[config.mk]
export PLATFORM = sky130hd
export DESIGN_NAME = hcb_ram
export DESIGN_NICKNAME = d
export VERILOG_FILES = /design/src/rtl/core/hcb_ram.sv
export SDC_FILE = /design/constraint.sdc
export NUM_CORES = 1
export LEC_CHECK = 0
export BUFFER_PORTS_ARGS = -buffer_cell sky130_fd_sc_hd__buf_4
export CAP_MARGIN = 5
export CELL_PAD_IN_SITES_DETAIL_PLACEMENT = 1
export CELL_PAD_IN_SITES_GLOBAL_PLACEMENT = 1
export CORE_MARGIN = 10
export CORE_UTILIZATION = 56
export DETAILED_ROUTE_END_ITERATION = 16
export PLACE_DENSITY_LB_ADDON = 0.1
export SLEW_MARGIN = 20
export SYNTH_ARGS = -nofsm -noshare
export SYNTH_HDL_FRONTEND = slang
export SYNTH_SLANG_ARGS = --single-unit
[constraint.sdc]
create_clock -name clk -period 2.7 [get_ports clk]
set_input_delay 0.27 -clock clk [delete_from_list [all_inputs] [get_ports clk]]
set_output_delay 0.27 -clock clk [all_outputs]
set_load 0.05 [all_outputs]
[src/rtl/core/hcb_ram.sv]
`timescale 1ns / 1ps
module hcb_ram #(
  parameter int WIDTH = 8,
  parameter int DEPTH = 64
) (
  input  logic                     clk,
  input  logic                     we,
  input  logic [$clog2(DEPTH)-1:0] waddr,
  input  logic [WIDTH-1:0]         wdata,
  input  logic [$clog2(DEPTH)-1:0] raddr,
  output logic [WIDTH-1:0]         rdata
);

  logic [WIDTH-1:0] mem [DEPTH];

  always_ff @(posedge clk) begin
    if (we) begin
      mem[waddr] <= wdata;
    end
    rdata <= mem[raddr];
  end

endmodule

### Word-level counts from Yosys, hierarchy flattened

Memory sizes are Yosys's and may differ from the RTL's. A register that Yosys moved wholly into a read port is not among the register bits.
Cells that the tools add are included.

* multiplexer cells: 2

Operators with widths (number)
* 1-bit two-way mux: 2

* RAM bits: 512
* register bits: 0
* logic and storage cells: 3
* memories kept: 1

Memory list
* mem: depth 64, bits a word 8, read ports 1, clocked after Yosys merged registers in 1, wr ports 1, RTL line 14 `logic [WIDTH-1:0] mem [DEPTH];`

### Depth between registers and ports, before layout

* depth in word-level cells: 2
* gate-level depth with buffers: 9
* mapped depth without buffers: 5

### Worst setup path after synthesis

Ideal clock, no wire load.

* path type: input port to flip-flop
* start point: input raddr[1]
* end point: register rdata[3] (read register of mem)
* data required time: 2.572 ns
* library setup time: 0.128 ns
* setup slack: 0.762 ns
* cell stages on the path: 7
* arrival: 1.810 ns
* cell sequence: buf_4 > buf_2 > buf_2 > mux4_2 > mux4_2 > o21ai_1 > o41ai_1

RTL lines
* from (decl): RTL line 10 `input logic [$clog2(DEPTH)-1:0] raddr,`
* to (decl): RTL line 11 `output logic [WIDTH-1:0] rdata`

==> results.sh <==
export IMPL_setup_viol=0
export IMPL_r2r_cells=5
export IMPL_final_common_cell="edfxtp_1"
export IMPL_utilization_pct=64.8
export IMPL_route_detailed_drc=0
export IMPL_min_from="raddr[5]"
export IMPL_coreArea_mm2=0.0356
export IMPL_grt_pass1_wl_um=73100
export IMPL_dp_hpwl_um=30200
export IMPL_yosys_area_top_type_share_pct=76.2
export IMPL_crit_type="reg -> reg"
export IMPL_drive_gt1_share_pct=30.1
export IMPL_end_kind="flip-flop"
export IMPL_fmax_mhz=443
export IMPL_fin_cells=1570
export IMPL_maxSlewViolCount=0
export IMPL_multi_input_area_mm2=0.00432
export IMPL_crit_chain="mux4_2 > mux2_2 > o221a_2 > nor3_1 > o32ai_1"
export IMPL_final_hold_viol_count=0
export IMPL_critPathMaxStageDelay_ns=0.50
export IMPL_dp_cells=1477
export IMPL_rr_startpoint="mem[24][4]"
export IMPL_seqCellArea_mm2=0.0155
export IMPL_ys_types=40
export IMPL_io_buffers=29
export IMPL_skew_ns=0.0151
export IMPL_seq_area_frac_synth_pct=77.0
export IMPL_top_layer="met4"
export IMPL_vias_per_cell=6.29
export IMPL_clk_path_buf_depth=3
export IMPL_place_ws_ns=0.0710
export IMPL_hold_buffers=0
export IMPL_ff2ff_setup_slack_ns=0.44
export IMPL_fin_ws_ns=0.444
export IMPL_worstSetupStartpointType="flip-flop"
export IMPL_numCtsBuffers=51
export IMPL_worst_slew_pin_slew_ns=0.806
export IMPL_leakagePower_nw=7.41
export IMPL_hold_path_endpoint="rdata[5]"
export IMPL_numClockSinks=520
export IMPL_grt_overflow_total=0
export IMPL_num_antenna_cells=0
export IMPL_timing_final_crit_period_ns=2.26
export IMPL_critPathMaxFanout=1
export IMPL_io_pins=30
export IMPL_initial_utilization_pct=56.7
export IMPL_wl_met3_um=2660
export IMPL_synthTopCellsByArea="edfxtp_1 (76%), mux4_2 (14%), nor2_1 (1.5%), mux2i_1 (1.1%), dfxtp_1 (0.79%)"
export IMPL_area_growth_pct=14.3
export IMPL_cts_tree="done"
export IMPL_avgSynthCellArea_um2=21.5
export IMPL_crit_slowest_cell="nor3_1"
export IMPL_layout_common_cells="edfxtp_1 (512), mux4_2 (126), buf_4 (120)"
export IMPL_drtIter0Drc=978
export IMPL_cts_setup_buffers=0
export IMPL_wl_per_cell_um=30.8
export IMPL_die_w_um=210
export IMPL_synth_seq_cells=520
export IMPL_tns_ns=0
export IMPL_final_area_mm2=0.0230
export IMPL_min_period_over_period_pct=83.5
export IMPL_clkSlewWorstSetupHoldPaths_ns=0.06
export IMPL_synth_area_mm2=0.0202
export IMPL_grt_pass1_vias=10700
export IMPL_nFillCells=2865
export IMPL_max_slew_margin_pct=46.1
export IMPL_vdd_ir_drop_max_v=0.000600
export IMPL_row_count=69
export IMPL_gp_congestion=0.806
export IMPL_htree_num_levels=2
export IMPL_synth_edf_count=512
export IMPL_status="finished, final reports clean"
export IMPL_syn_nets=962
export IMPL_cts_resized_gates=0
export IMPL_met2WireLength_um=24400
export IMPL_arrival_ns=2.70
export IMPL_synth_cells=940
export IMPL_async_flop_share_pct=0
export IMPL_drt_wl_total_um=48400
export IMPL_r2r_end="rdata[4]"
export IMPL_grt_antenna_before_repair=0
export IMPL_layout_nets=1091
export IMPL_rsz0062_at_grt="false"
export IMPL_m1WireLength_um=20400
export IMPL_first_pass_iters=5
export IMPL_maxCapViolCount=0
export IMPL_clk_latency_ns=0.58
export IMPL_hold_path_depth=2
export IMPL_grt_max_degree=65
export IMPL_grtUsageTotal_pct=22.5
export IMPL_cp_data_required_time_ns=3.14
export IMPL_hold_path_class="in -> reg"
export IMPL_die_height_um=210
export IMPL_postRouteAntennaNets=0
export IMPL_cts_root_buffer_cell="clkbuf_16"
export IMPL_place_area_mm2=0.0215
export IMPL_p_per_area_mw_per_mm2=724
export IMPL_ys_flop_type="edfxtp_1"
export IMPL_yosysTopAreaCell="edfxtp_1"
export IMPL_die_area_mm2=0.0440
export IMPL_route_vias_total=9873
export IMPL_yosys_warnings=0
==> where the power goes <==
group,total [mW],leakage [nW],internal (mW),switching (mW)
clock,6.78,0.777,3.92,2.86
combinational,0.929,1.96,0.351,0.578
sequential,8.97,4.67,8.94,0.0313
total,16.7,7.41,13.2,3.47
==> logic make-up (layout without fill, tap and decap cells) <==
family,count (synthesis),in the layout,synth area share (%)
AO/OA/AOI/OAI,54,54,2.07
buffers and inverters,51,220,1.57
flip-flops,520,520,77.0
multiplexers,162,162,15.9
AND/OR/NAND/NOR,153,153,3.39
==> synth_stat cells (2+ instances only) <==
library cell	count
a2111oi_0	2
a211oi_1	4
a21oi_1	3
a221oi_1	6
a22oi_1	3
buf_1	4
buf_12	2
buf_2	11
buf_4	13
buf_6	4
clkbuf_1	17
dfxtp_1	8
edfxtp_1	512
mux2_2	13
mux2i_1	23
mux4_2	126
nand2_1	19
nand2b_1	7
nand3_1	13
nand3b_1	3
nand4_1	2
nor2_1	83
nor2b_1	14
nor3_1	7
nor4_1	2
o2111ai_1	3
o21a_1	2
o21ai_0	2
o21ai_1	2
o221a_2	2
o221ai_1	8
o22ai_1	8
o2bb2ai_1	3
o32ai_1	2
o41ai_1	2
==> how the worst max path moves through the flow <==
stage | slack, ns | to | start
2_1_floorplan | 0.76 | rdata[3] | raddr[1]
3_3_place_gp | 0.08 | rdata[4] | raddr[0]
3_5_place_dp | 0.07 | rdata[4] | raddr[0]
4_1_cts | 0.44 | rdata[4] | mem[24][4]
5_1_grt | 0.42 | rdata[4] | mem[21][4]
6_report | 0.44 | rdata[4] | mem[24][4]
==> layer usage <==
metal	track usage [%]	up-vias
met5	0	-
li1	-	4189
met4	6.25	0
met1	31.1	5325
met3	3.53	48
met2	36.7	311
==> worst max-delay path, delay by kind of cell (launching register included) <==
family,cells,cell delay [ns]
mux,2,0.78
simple gates,1,0.50
compound gates,2,0.45
flops,1,0.40
==> cell type report <==
cell class	count	share of cell area, %
clock buffer	71	6.13
clock inverter	22	0.744
multi-input combinational	369	18.7
sequential	520	67.4
tap	461	2.50
timing repair buffer	127	4.49
==> registers in the layout, indices dropped and copies added, names as in the netlist <==
register and flops:
mem 512, rdata 8
==> per-stage QoR <==
stage                     power (mW)  hold slack, ns
after floorplan                 9.65           0.369
after detailed placement        10.1           0.663
after CTS                       16.8          0.0400
after global routing            17.2          0.0727
after global placement          10.0           0.651
final                           16.7          0.0743
Note: power is estimated with default switching activity, not from simulation.
